### config.mk
export PLATFORM = sky130hd
export DESIGN_NAME = bit_trim_unpacker
export DESIGN_NICKNAME = d
export VERILOG_FILES = /design/src/design/btu_pkg.sv /design/src/design/btu_band_ctrl.sv /design/src/design/btu_bit_buffer.sv /design/src/design/btu_sample_asm.sv /design/src/design/btu_seq.sv /design/src/design/bit_trim_unpacker.sv
export SDC_FILE = /design/constraint.sdc
export NUM_CORES = 1
export LEC_CHECK = 0
export BUFFER_PORTS_ARGS = -buffer_cell sky130_fd_sc_hd__buf_2
export CORE_AREA = 2 2 229 231
export DETAILED_ROUTE_END_ITERATION = 8
export DIE_AREA = 0 0 231 233
export HOLD_SLACK_MARGIN = 0.15
export PLACE_DENSITY = 0.63
export REMOVE_ABC_BUFFERS = 1
export SETUP_SLACK_MARGIN = 0.15
export SYNTH_ARGS = -nofsm -noshare
export SYNTH_HDL_FRONTEND = slang
export SYNTH_HIERARCHICAL = 1
export SYNTH_SLANG_ARGS = --single-unit
### constraint.sdc
create_clock -name clk -period 12.75 [get_ports clk]
set_input_delay 1.275 -clock clk [delete_from_list [all_inputs] [get_ports clk]]
set_output_delay 1.275 -clock clk [all_outputs]
set_load 0.05 [all_outputs]
### src/design/btu_pkg.sv
`default_nettype none

package btu_pkg;

    localparam int BUF_BITS    = 48;
    localparam int SAMPLE_BITS = 32;
    localparam int END_BITS    = 12;
    localparam int WCODE_BITS  = 6;

    localparam logic [11:0] TOTAL_CAP   = 12'd2048;
    localparam logic [5:0]  MAX_WIDTH   = 6'd32;
    localparam logic [3:0]  LAST_BAND   = 4'd14;
    localparam logic [4:0]  MAX_RESULTS = 5'd16;

    localparam logic [47:0] WIDTHS_LO_RESET = 48'd71485708370960;
    localparam logic [41:0] WIDTHS_HI_RESET = 42'd1116964193296;

    localparam logic [2:0] REG_ENDS_A    = 3'd0;
    localparam logic [2:0] REG_ENDS_B    = 3'd1;
    localparam logic [2:0] REG_ENDS_C    = 3'd2;
    localparam logic [2:0] REG_ENDS_D    = 3'd3;
    localparam logic [2:0] REG_TOTAL     = 3'd4;
    localparam logic [2:0] REG_WIDTHS_LO = 3'd5;
    localparam logic [2:0] REG_WIDTHS_HI = 3'd6;

    typedef enum logic [2:0] {
        ST_IDLE,
        ST_SETTLE_PRE,
        ST_LOAD,
        ST_CHECK,
        ST_SHIFT,
        ST_SETTLE_POST
    } btu_state_t;

    typedef struct packed {
        logic frame_clear;
        logic word_capture;
        logic settle_en;
        logic buf_load;
        logic bit_shift;
        logic samp_start;
        logic count_inc;
    } btu_ctrl_t;

    typedef struct packed {
        logic        settled;
        logic        done;
        logic [5:0]  width;
        logic [3:0]  band;
        logic [11:0] count;
    } btu_band_stat_t;

    typedef struct packed {
        logic [5:0] bits;
        logic       head_bit;
        logic       fits;
        logic       load_last;
    } btu_buf_stat_t;

endpackage

`default_nettype wire

### src/design/btu_band_ctrl.sv
`default_nettype none

module btu_band_ctrl
    import btu_pkg::*;
(
    input  wire logic           clk,
    input  wire logic           rst_n,
    input  wire logic           cfg_we,
    input  wire logic [2:0]     cfg_index,
    input  wire logic [47:0]    cfg_data,
    input  wire btu_ctrl_t      ctrl,
    output btu_band_stat_t      stat
);

    logic [47:0] ends_a_reg, ends_b_reg, ends_c_reg;
    logic [35:0] ends_d_reg;
    logic [11:0] total_reg;
    logic [47:0] widths_lo_reg;
    logic [41:0] widths_hi_reg;

    logic [3:0]  band_reg, band_next;
    logic [11:0] count_reg, count_next;
    logic        done_reg, done_next;

    logic [11:0] ends [16];
    logic [5:0]  wcodes [16];
    logic [11:0] band_end;
    logic [11:0] total;
    logic [11:0] limit;
    logic [5:0]  wcode;
    logic        settled;

    always_ff @(posedge clk or negedge rst_n)
    begin
        if (!rst_n)
        begin
            ends_a_reg    <= '0;
            ends_b_reg    <= '0;
            ends_c_reg    <= '0;
            ends_d_reg    <= '0;
            total_reg     <= '0;
            widths_lo_reg <= WIDTHS_LO_RESET;
            widths_hi_reg <= WIDTHS_HI_RESET;
        end
        else if (cfg_we)
        begin
            case (cfg_index)
                REG_ENDS_A:    ends_a_reg    <= cfg_data;
                REG_ENDS_B:    ends_b_reg    <= cfg_data;
                REG_ENDS_C:    ends_c_reg    <= cfg_data;
                REG_ENDS_D:    ends_d_reg    <= cfg_data[35:0];
                REG_TOTAL:     total_reg     <= cfg_data[11:0];
                REG_WIDTHS_LO: widths_lo_reg <= cfg_data;
                REG_WIDTHS_HI: widths_hi_reg <= cfg_data[41:0];
                default:       ;
            endcase
        end
    end

    always_comb
    begin
        for (int k = 0; k < 4; k++)
        begin
            ends[k]      = ends_a_reg[END_BITS*k +: END_BITS];
            ends[k + 4]  = ends_b_reg[END_BITS*k +: END_BITS];
            ends[k + 8]  = ends_c_reg[END_BITS*k +: END_BITS];
        end
        for (int k = 0; k < 3; k++)
        begin
            ends[k + 12] = ends_d_reg[END_BITS*k +: END_BITS];
        end
        ends[15] = '0;
        for (int k = 0; k < 8; k++)
        begin
            wcodes[k] = widths_lo_reg[WCODE_BITS*k +: WCODE_BITS];
        end
        for (int k = 0; k < 7; k++)
        begin
            wcodes[k + 8] = widths_hi_reg[WCODE_BITS*k +: WCODE_BITS];
        end
        wcodes[15] = '0;
    end

    assign total    = (total_reg > TOTAL_CAP) ? TOTAL_CAP : total_reg;
    assign band_end = ends[band_reg];
    assign limit    = (band_end < total) ? band_end : total;
    assign settled  = done_reg || (count_reg < limit);
    assign wcode    = wcodes[band_reg];

    always_comb
    begin
        band_next  = band_reg;
        count_next = count_reg;
        done_next  = done_reg;
        if (ctrl.frame_clear)
        begin
            band_next  = '0;
            count_next = '0;
            done_next  = 1'b0;
        end
        else if (ctrl.count_inc)
        begin
            count_next = count_reg + 12'd1;
        end
        else if (ctrl.settle_en && !settled)
        begin
            // One band is examined per cycle; the frame closes at the total or the last band.
            if ((band_end >= total) || (band_reg >= LAST_BAND))
            begin
                done_next = 1'b1;
            end
            else
            begin
                band_next = band_reg + 4'd1;
            end
        end
    end

    always_ff @(posedge clk or negedge rst_n)
    begin
        if (!rst_n)
        begin
            band_reg  <= '0;
            count_reg <= '0;
            done_reg  <= 1'b1;
        end
        else
        begin
            band_reg  <= band_next;
            count_reg <= count_next;
            done_reg  <= done_next;
        end
    end

    always_comb
    begin
        stat.settled = settled;
        stat.done    = done_reg;
        stat.band    = band_reg;
        stat.count   = count_reg;
        if (wcode == 6'd0)
        begin
            stat.width = 6'd1;
        end
        else if (wcode > MAX_WIDTH)
        begin
            stat.width = MAX_WIDTH;
        end
        else
        begin
            stat.width = wcode;
        end
    end

endmodule

`default_nettype wire

### src/design/btu_bit_buffer.sv
`default_nettype none

module btu_bit_buffer
    import btu_pkg::*;
#(
    parameter int WORD_BITS = 16
)
(
    input  wire logic                 clk,
    input  wire logic                 rst_n,
    input  wire btu_ctrl_t            ctrl,
    input  wire logic [WORD_BITS-1:0] packed_word,
    output btu_buf_stat_t             stat
);

    localparam int LCNT_W = $clog2(WORD_BITS);

    logic [BUF_BITS-1:0]  buf_reg, buf_next;
    logic [5:0]           bits_reg, bits_next;
    logic [WORD_BITS-1:0] word_reg, word_next;
    logic [LCNT_W-1:0]    lcnt_reg, lcnt_next;

    always_comb
    begin
        buf_next  = buf_reg;
        bits_next = bits_reg;
        word_next = word_reg;
        lcnt_next = lcnt_reg;
        if (ctrl.word_capture)
        begin
            word_next = packed_word;
            lcnt_next = '0;
        end
        if (ctrl.frame_clear)
        begin
            buf_next  = '0;
            bits_next = '0;
        end
        else if (ctrl.buf_load)
        begin
            // The word enters one bit per cycle just above the bits still held.
            for (int j = 0; j < BUF_BITS; j++)
            begin
                if (6'(j) == bits_reg)
                begin
                    buf_next[j] = word_reg[0];
                end
            end
            bits_next = bits_reg + 6'd1;
            word_next = word_reg >> 1;
            lcnt_next = lcnt_reg + LCNT_W'(1);
        end
        else if (ctrl.bit_shift)
        begin
            buf_next  = buf_reg >> 1;
            bits_next = bits_reg - 6'd1;
        end
    end

    always_ff @(posedge clk or negedge rst_n)
    begin
        if (!rst_n)
        begin
            bits_reg <= '0;
            lcnt_reg <= '0;
        end
        else
        begin
            bits_reg <= bits_next;
            lcnt_reg <= lcnt_next;
        end
    end

    always_ff @(posedge clk or negedge rst_n)
    begin
        if (!rst_n)
        begin
            buf_reg <= '0;
        end
        else
        begin
            buf_reg <= buf_next;
        end
    end

    always_ff @(posedge clk)
    begin
        word_reg <= word_next;
    end

    assign stat.bits      = bits_reg;
    assign stat.head_bit  = buf_reg[0];
    assign stat.fits      = ({1'b0, bits_reg} + 7'(WORD_BITS)) <= 7'(BUF_BITS);
    assign stat.load_last = (lcnt_reg == LCNT_W'(WORD_BITS - 1));

endmodule

`default_nettype wire

### src/design/btu_sample_asm.sv
`default_nettype none

module btu_sample_asm
    import btu_pkg::*;
(
    input  wire logic                    clk,
    input  wire logic                    rst_n,
    input  wire btu_ctrl_t               ctrl,
    input  wire logic                    head_bit,
    input  wire logic [5:0]              width,
    output logic signed [SAMPLE_BITS-1:0] value,
    output logic                         last_bit
);

    logic [SAMPLE_BITS-1:0] samp_reg, samp_next;
    logic [4:0]             idx_reg, idx_next;

    always_comb
    begin
        samp_next = samp_reg;
        idx_next  = idx_reg;
        if (ctrl.samp_start)
        begin
            idx_next = '0;
        end
        else if (ctrl.bit_shift)
        begin
            // Each bit also fills every place above it, so the top bit ends as the sign.
            for (int j = 0; j < SAMPLE_BITS; j++)
            begin
                if (5'(j) >= idx_reg)
                begin
                    samp_next[j] = head_bit;
                end
            end
            idx_next = idx_reg + 5'd1;
        end
    end

    always_ff @(posedge clk or negedge rst_n)
    begin
        if (!rst_n)
        begin
            idx_reg <= '0;
        end
        else
        begin
            idx_reg <= idx_next;
        end
    end

    always_ff @(posedge clk)
    begin
        samp_reg <= samp_next;
    end

    assign value    = samp_reg;
    assign last_bit = ({1'b0, idx_reg} == (width - 6'd1));

endmodule

`default_nettype wire

### src/design/btu_seq.sv
`default_nettype none

module btu_seq
    import btu_pkg::*;
(
    input  wire logic                     clk,
    input  wire logic                     rst_n,
    input  wire logic                     in_valid,
    output logic                          in_ready,
    input  wire logic                     frame_start,
    input  wire btu_band_stat_t           bstat,
    input  wire btu_buf_stat_t            fstat,
    input  wire logic signed [SAMPLE_BITS-1:0] samp_value,
    input  wire logic                     samp_last,
    output btu_ctrl_t                     ctrl,
    output logic                          out_valid,
    input  wire logic                     out_ready,
    output logic signed [SAMPLE_BITS-1:0] sample,
    output logic [10:0]                   sample_index,
    output logic [3:0]                    band_number,
    output logic                          run_last,
    output logic                          frame_last
);

    btu_state_t state_reg, state_next;

    logic [4:0]  n_reg, n_next;
    logic        pend_reg, pend_next;
    logic [10:0] pend_index_reg, pend_index_next;
    logic [3:0]  pend_band_reg, pend_band_next;
    logic        pend_flast_reg, pend_flast_next;

    logic                   out_valid_reg, out_valid_next;
    logic [SAMPLE_BITS-1:0] out_sample_reg, out_sample_next;
    logic [10:0]            out_index_reg, out_index_next;
    logic [3:0]             out_band_reg, out_band_next;
    logic                   out_rlast_reg, out_rlast_next;
    logic                   out_flast_reg, out_flast_next;

    logic accept;
    logic slot_free;
    logic more;
    logic push;
    logic go_shift;

    assign in_ready  = (state_reg == ST_IDLE);
    assign accept    = in_valid && in_ready;
    assign slot_free = !out_valid_reg || out_ready;
    assign more      = (n_reg < MAX_RESULTS) && !bstat.done && (fstat.bits >= bstat.width);
    // The waiting sample learns whether it closes the run only once the next one is known.
    assign push      = (state_reg == ST_CHECK) && pend_reg && slot_free;
    assign go_shift  = (state_reg == ST_CHECK) && (!pend_reg || slot_free) && more;

    always_comb
    begin
        state_next = state_reg;
        case (state_reg)
            ST_IDLE:
            begin
                if (accept)
                begin
                    state_next = ST_SETTLE_PRE;
                end
            end
            ST_SETTLE_PRE:
            begin
                if (bstat.settled)
                begin
                    if (bstat.done)
                    begin
                        state_next = ST_IDLE;
                    end
                    else if (fstat.fits)
                    begin
                        state_next = ST_LOAD;
                    end
                    else
                    begin
                        state_next = ST_CHECK;
                    end
                end
            end
            ST_LOAD:
            begin
                if (fstat.load_last)
                begin
                    state_next = ST_CHECK;
                end
            end
            ST_CHECK:
            begin
                if (!pend_reg || slot_free)
                begin
                    state_next = more ? ST_SHIFT : ST_IDLE;
                end
            end
            ST_SHIFT:
            begin
                if (samp_last)
                begin
                    state_next = ST_SETTLE_POST;
                end
            end
            ST_SETTLE_POST:
            begin
                if (bstat.settled)
                begin
                    state_next = ST_CHECK;
                end
            end
            default:
            begin
                state_next = ST_IDLE;
            end
        endcase
    end

    always_comb
    begin
        ctrl.frame_clear  = accept && frame_start;
        ctrl.word_capture = accept;
        ctrl.settle_en    = (state_reg == ST_SETTLE_PRE) || (state_reg == ST_SETTLE_POST);
        ctrl.buf_load     = (state_reg == ST_LOAD);
        ctrl.bit_shift    = (state_reg == ST_SHIFT);
        ctrl.samp_start   = go_shift;
        ctrl.count_inc    = (state_reg == ST_SHIFT) && samp_last;

        n_next          = n_reg;
        pend_next       = pend_reg;
        pend_index_next = pend_index_reg;
        pend_band_next  = pend_band_reg;
        pend_flast_next = pend_flast_reg;
        if (accept)
        begin
            n_next = '0;
        end
        if (go_shift)
        begin
            pend_index_next = bstat.count[10:0];
            pend_band_next  = bstat.band;
        end
        if (ctrl.count_inc)
        begin
            n_next    = n_reg + 5'd1;
            pend_next = 1'b1;
        end
        else if (push)
        begin
            pend_next = 1'b0;
        end
        if ((state_reg == ST_SETTLE_POST) && bstat.settled)
        begin
            pend_flast_next = bstat.done;
        end

        out_valid_next  = out_valid_reg;
        out_sample_next = out_sample_reg;
        out_index_next  = out_index_reg;
        out_band_next   = out_band_reg;
        out_rlast_next  = out_rlast_reg;
        out_flast_next  = out_flast_reg;
        if (push)
        begin
            out_valid_next  = 1'b1;
            out_sample_next = samp_value;
            out_index_next  = pend_index_reg;
            out_band_next   = pend_band_reg;
            out_rlast_next  = !more;
            out_flast_next  = pend_flast_reg;
        end
        else if (out_ready)
        begin
            out_valid_next = 1'b0;
        end
    end

    always_ff @(posedge clk or negedge rst_n)
    begin
        if (!rst_n)
        begin
            state_reg     <= ST_IDLE;
            n_reg         <= '0;
            pend_reg      <= 1'b0;
            out_valid_reg <= 1'b0;
        end
        else
        begin
            state_reg     <= state_next;
            n_reg         <= n_next;
            pend_reg      <= pend_next;
            out_valid_reg <= out_valid_next;
        end
    end

    always_ff @(posedge clk)
    begin
        pend_index_reg <= pend_index_next;
        pend_band_reg  <= pend_band_next;
        pend_flast_reg <= pend_flast_next;
        out_sample_reg <= out_sample_next;
        out_index_reg  <= out_index_next;
        out_band_reg   <= out_band_next;
        out_rlast_reg  <= out_rlast_next;
        out_flast_reg  <= out_flast_next;
    end

    assign out_valid    = out_valid_reg;
    assign sample       = out_sample_reg;
    assign sample_index = out_index_reg;
    assign band_number  = out_band_reg;
    assign run_last     = out_rlast_reg;
    assign frame_last   = out_flast_reg;

endmodule

`default_nettype wire

### src/design/bit_trim_unpacker.sv
// Variable-width bit-field unpacker. Packed words form one continuous stream, bit 0 first;
// signed samples are cut from it at a width set per band (bands given by cumulative end
// counts in the ends registers, the frame by the total register), sign-extended to 32 bits
// and delivered with their index, band, a run_last mark on the final sample a word yields
// and a frame_last mark on the final sample of the frame. A request with frame_start set
// opens a new frame; words after the frame ends are dropped. All data moves through one
// bit-serial path: each word is checked and then shifted bit by bit into the 48-bit buffer,
// each sample is then shifted out of it bit by bit, and the settle states step past any
// band that is passed over. A new request is taken once the previous word is fully
// unpacked, while the last sample may still sit in the output register.
`default_nettype none

module bit_trim_unpacker
    import btu_pkg::*;
#(
    parameter int WORD_BITS = 16
)
(
    input  wire logic                     clk,
    input  wire logic                     rst_n,
    input  wire logic                     cfg_we,
    input  wire logic [2:0]               cfg_index,
    input  wire logic [47:0]              cfg_data,
    input  wire logic                     in_valid,
    output logic                          in_ready,
    input  wire logic                     frame_start,
    input  wire logic [WORD_BITS-1:0]     packed_word,
    output logic                          out_valid,
    input  wire logic                     out_ready,
    output logic signed [SAMPLE_BITS-1:0] sample,
    output logic [10:0]                   sample_index,
    output logic [3:0]                    band_number,
    output logic                          run_last,
    output logic                          frame_last
);

    btu_ctrl_t      ctrl;
    btu_band_stat_t bstat;
    btu_buf_stat_t  fstat;

    logic signed [SAMPLE_BITS-1:0] samp_value;
    logic                          samp_last;

    btu_band_ctrl u_band_ctrl (
        .clk       (clk),
        .rst_n     (rst_n),
        .cfg_we    (cfg_we),
        .cfg_index (cfg_index),
        .cfg_data  (cfg_data),
        .ctrl      (ctrl),
        .stat      (bstat)
    );

    btu_bit_buffer #(
        .WORD_BITS (WORD_BITS)
    ) u_bit_buffer (
        .clk         (clk),
        .rst_n       (rst_n),
        .ctrl        (ctrl),
        .packed_word (packed_word),
        .stat        (fstat)
    );

    btu_sample_asm u_sample_asm (
        .clk      (clk),
        .rst_n    (rst_n),
        .ctrl     (ctrl),
        .head_bit (fstat.head_bit),
        .width    (bstat.width),
        .value    (samp_value),
        .last_bit (samp_last)
    );

    btu_seq u_seq (
        .clk          (clk),
        .rst_n        (rst_n),
        .in_valid     (in_valid),
        .in_ready     (in_ready),
        .frame_start  (frame_start),
        .bstat        (bstat),
        .fstat        (fstat),
        .samp_value   (samp_value),
        .samp_last    (samp_last),
        .ctrl         (ctrl),
        .out_valid    (out_valid),
        .out_ready    (out_ready),
        .sample       (sample),
        .sample_index (sample_index),
        .band_number  (band_number),
        .run_last     (run_last),
        .frame_last   (frame_last)
    );

endmodule

`default_nettype wire

==> results.json <==
{
  "status": "completed",
  "finalSetupTns_ns": 0,
  "core-area_um2": 51100,
  "hold_depth": 0,
  "yosysUniqueCellTypes": 69,
  "firstDrtPassIters": 5,
  "maxCapViolations": 0,
  "slew_violations": 0,
  "reg2reg_setup_slack_ns": 5.62,
  "die_h_um": 233,
  "worstRegToRegCells": 22,
  "clk_latency_ns": 0.60,
  "setup_violations": 0,
  "synthCells": 1711,
  "hold_class": "register to register",
  "num-fill-cells": 4437,
  "portBuffers": 123,
  "overflow": 0,
  "fp.dieW_um": 231,
  "num_rows": 83,
  "slew_headroom_pct": 15.1,
  "dp_hpwl_um": 31400,
  "max_slew.worst_pin.slew_ns": 1.27,
  "synthFlopType": "dfrtp_1",
  "vias": 13900,
  "cts.sink_count": 485,
  "drive_gt1_share_pct": 35.3,
  "dieArea_um2": 53800,
  "n_antenna_cell": 0,
  "crit_fanout": 43,
  "crit_family": "simple AND/OR/NAND/NOR gates",
  "synth-seq-cells": 485,
  "crit_arrival_ns": 7.39,
  "ir_worst_vdd_mv": 0.111,
  "yosys-top-cells-area": "dfrtp_1 (39%), mux2_2 (15%), edfxtp_1 (13%)",
  "grt_pass1_wl_um": 79700,
  "cts_buffer_depth": 3,
  "synth_warnings": 6,
  "skew_ns": 0.0182,
  "nNetsFinal": 1904,
  "synth_top_area_share_pct": 39.0,
  "crit_slowest_cell": "nor3_2",
  "drt_wl_total_um": 49400,
  "r2r_start": "u_band_ctrl/band_reg[1]",
  "worstReg2RegEnd": "u_seq/pend_flast_reg",
  "cts_buffers": 52,
  "syn_avg_cell_area_um2": 13.4,
  "antenna_found_initial": 2,
  "rsz0062_at_grt": "no",
  "min_to": "u_seq/sample[14]",
  "areaGrowthSynthToFinish_pct": 12.1,
  "critPathKind": "register to register",
  "clock.fmax_ghz": 0.140,
  "required_ns": 13.02,
  "crit_start": "u_band_ctrl/band_reg[1]",
  "synth_top_area_cell": "dfrtp_1",
  "postCtsResizedCells": 0,
  "drt_iter0_drc": 913,
  "critPathBufInv": 3,
  "crit_path_start_kind": "register",
  "path_cells": "buf_4 -> nor2_1 -> buf_4 -> nand2_1 -> o21ai_0 -> mux4_2 -> ha_1 -> nor2b_1 -> o211ai_1 -> a21oi_1 -> nor3_2 -> nand2_1 -> o21a_1 -> ha_1 -> or4_1 -> a21oi_1 -> a21oi_1 -> a211o_1 -> a211o_1 -> inv_1 -> nand2_1 -> nor3b_1",
  "synthArstFlopShare_pct": 76.7,
  "postCtsSetupBuffers": 0,
  "worstSetupEndpointType": "register",
  "hp-start": "u_sample_asm/value[14]",
  "routedWlPerCell_um": 19.7,
  "ant_nets": 0,
  "ys_seq_area_share_pct": 54.9,
  "globalplace.congestion": 0.822,
  "powerDensity_nw_per_um2": 213,
  "synth_edf_count": 97,
  "cts_tree": "yes",
  "grt_max_degree": 82,
  "track_usage_pct": 18.7,
  "drc_errors": 0,
  "power_leakage_nw": 10.5,
  "max_stage_delay_ns": 0.93,
  "fin_crit_sh_pct": 55.9,
  "yosys-top-cells-count": "dfrtp_1 (356), mux2_2 (299), nand2_1 (116), edfxtp_1 (97), o21ai_0 (90)",
  "cts_hold_buf": 0,
  "clk_pin_slew_ns": 0.06,
  "pin_count": 124,
  "cts_root_buf": "clkbuf_16",
  "htree_levels": 2,
  "total_power_mw": 5.45,
  "synth_area_um2": 22900,
  "hold_viol": 0,
  "min_period_ns": 7.13,
  "first_global_vias": 14000,
  "via_per_inst": 5.55,
  "post-synth-top-count-cell": "dfrtp_1",
  "start_util_pct": 44.7
}
[placed cells by master (no fill, tap or decap), types with 10 or more instances in the layout]
cell type / instances
buf_4: 21
nor2b_1: 15
mux2_1: 20
o41ai_1: 13
nand3b_1: 10
clkbuf_1: 14
clkinv_2: 10
inv_1: 20
edfxtp_1: 97
nand2_1: 116
dfstp_2: 16
nand3_1: 16
xnor2_1: 15
nor2_1: 50
mux4_2: 69
o21ai_0: 90
nand4_1: 11
xor2_1: 15
clkbuf_16: 53
a21oi_1: 69
dfrtp_1: 354
o21a_1: 10
nand2b_1: 44
ha_1: 43
mux2i_1: 51
a31oi_1: 18
buf_2: 122
mux2_2: 299
dfxtp_1: 16
[where the power goes]
part	leakage (nW)	total, mW	internal [mW]	switching [mW]
Combinational	4.09	1.74	0.839	0.902
Clock	0.842	1.50	0.894	0.603
Sequential	5.58	2.21	1.93	0.273
Total	10.5	5.45	3.67	1.78
[final cells by class]
cell class / count / area, µm² / area share (%)
Tap cell: 680 / 851 / 3.32
Multi-Input combinational cell: 1081 / 9630 / 37.6
Sequential cell: 485 / 12600 / 49.1
Clock buffer: 76 / 1500 / 5.87
Clock inverter: 18 / 195 / 0.762
Inverter: 24 / 90.1 / 0.352
Timing Repair Buffer: 144 / 783 / 3.06
[worst register-to-register path: stages (launching register included)]
cell and delay [ns]:
dfrtp_4 0.81, buf_4 0.68, nor2_1 0.34, buf_4 0.32, nand2_1 0.10, o21ai_0 0.07
mux4_2 0.54, ha_1 0.33, nor2b_1 0.13, o211ai_1 0.15, a21oi_1 0.13, nor3_2 0.93
nand2_1 0.11, o21a_1 0.16, ha_1 0.18, or4_1 0.49, a21oi_1 0.14, a21oi_1 0.10
a211o_1 0.27, a211o_1 0.30, inv_1 0.12, nand2_1 0.11, nor3b_1 0.29
[per-layer routing]
metal	global-route usage (%)	vias up	routed length [µm]
li1	-	6417	-
met1	26.4	7148	23100
met2	30.3	275	23400
met3	3.20	70	2000
met4	4.05	4	864
met5	0	-	28
[cell families after synthesis]
family	share of synthesized area, %
mux	25.0
flops	54.9
buf+inv	3.18
xor+xnor	1.15
fa+ha+maj	2.35
compound gates	6.10
simple gates	7.28
[worst max path at each step]
stage	endpoint	cells past startpoint	slack (ns)
after detailed placement	u_seq/state_reg[0]	24	5.71
after CTS	u_seq/state_reg[0]	24	5.66
after global routing	u_seq/state_reg[0]	24	5.23
after floorplan	u_seq/state_reg[0]	23	4.76
final	u_seq/pend_flast_reg	22	5.62
after global placement	u_seq/state_reg[0]	24	5.82
[per-stage QoR]
stage	cells	hold WS (ns)	utilization, %	worst slack [ns]	area (µm²)
2_1_floorplan	1590	0.400	-	4.76	22200
3_3_place_gp	2414	0.402	46.8	5.82	23900
3_5_place_dp	2414	0.405	46.8	5.71	23900
4_1_cts	2508	0.416	50.1	5.66	25600
5_1_grt	2508	0.419	50.1	5.23	25600
6_report	2508	0.417	50.1	5.62	25600
No activity file was read; power rests on OpenSTA's default activity.
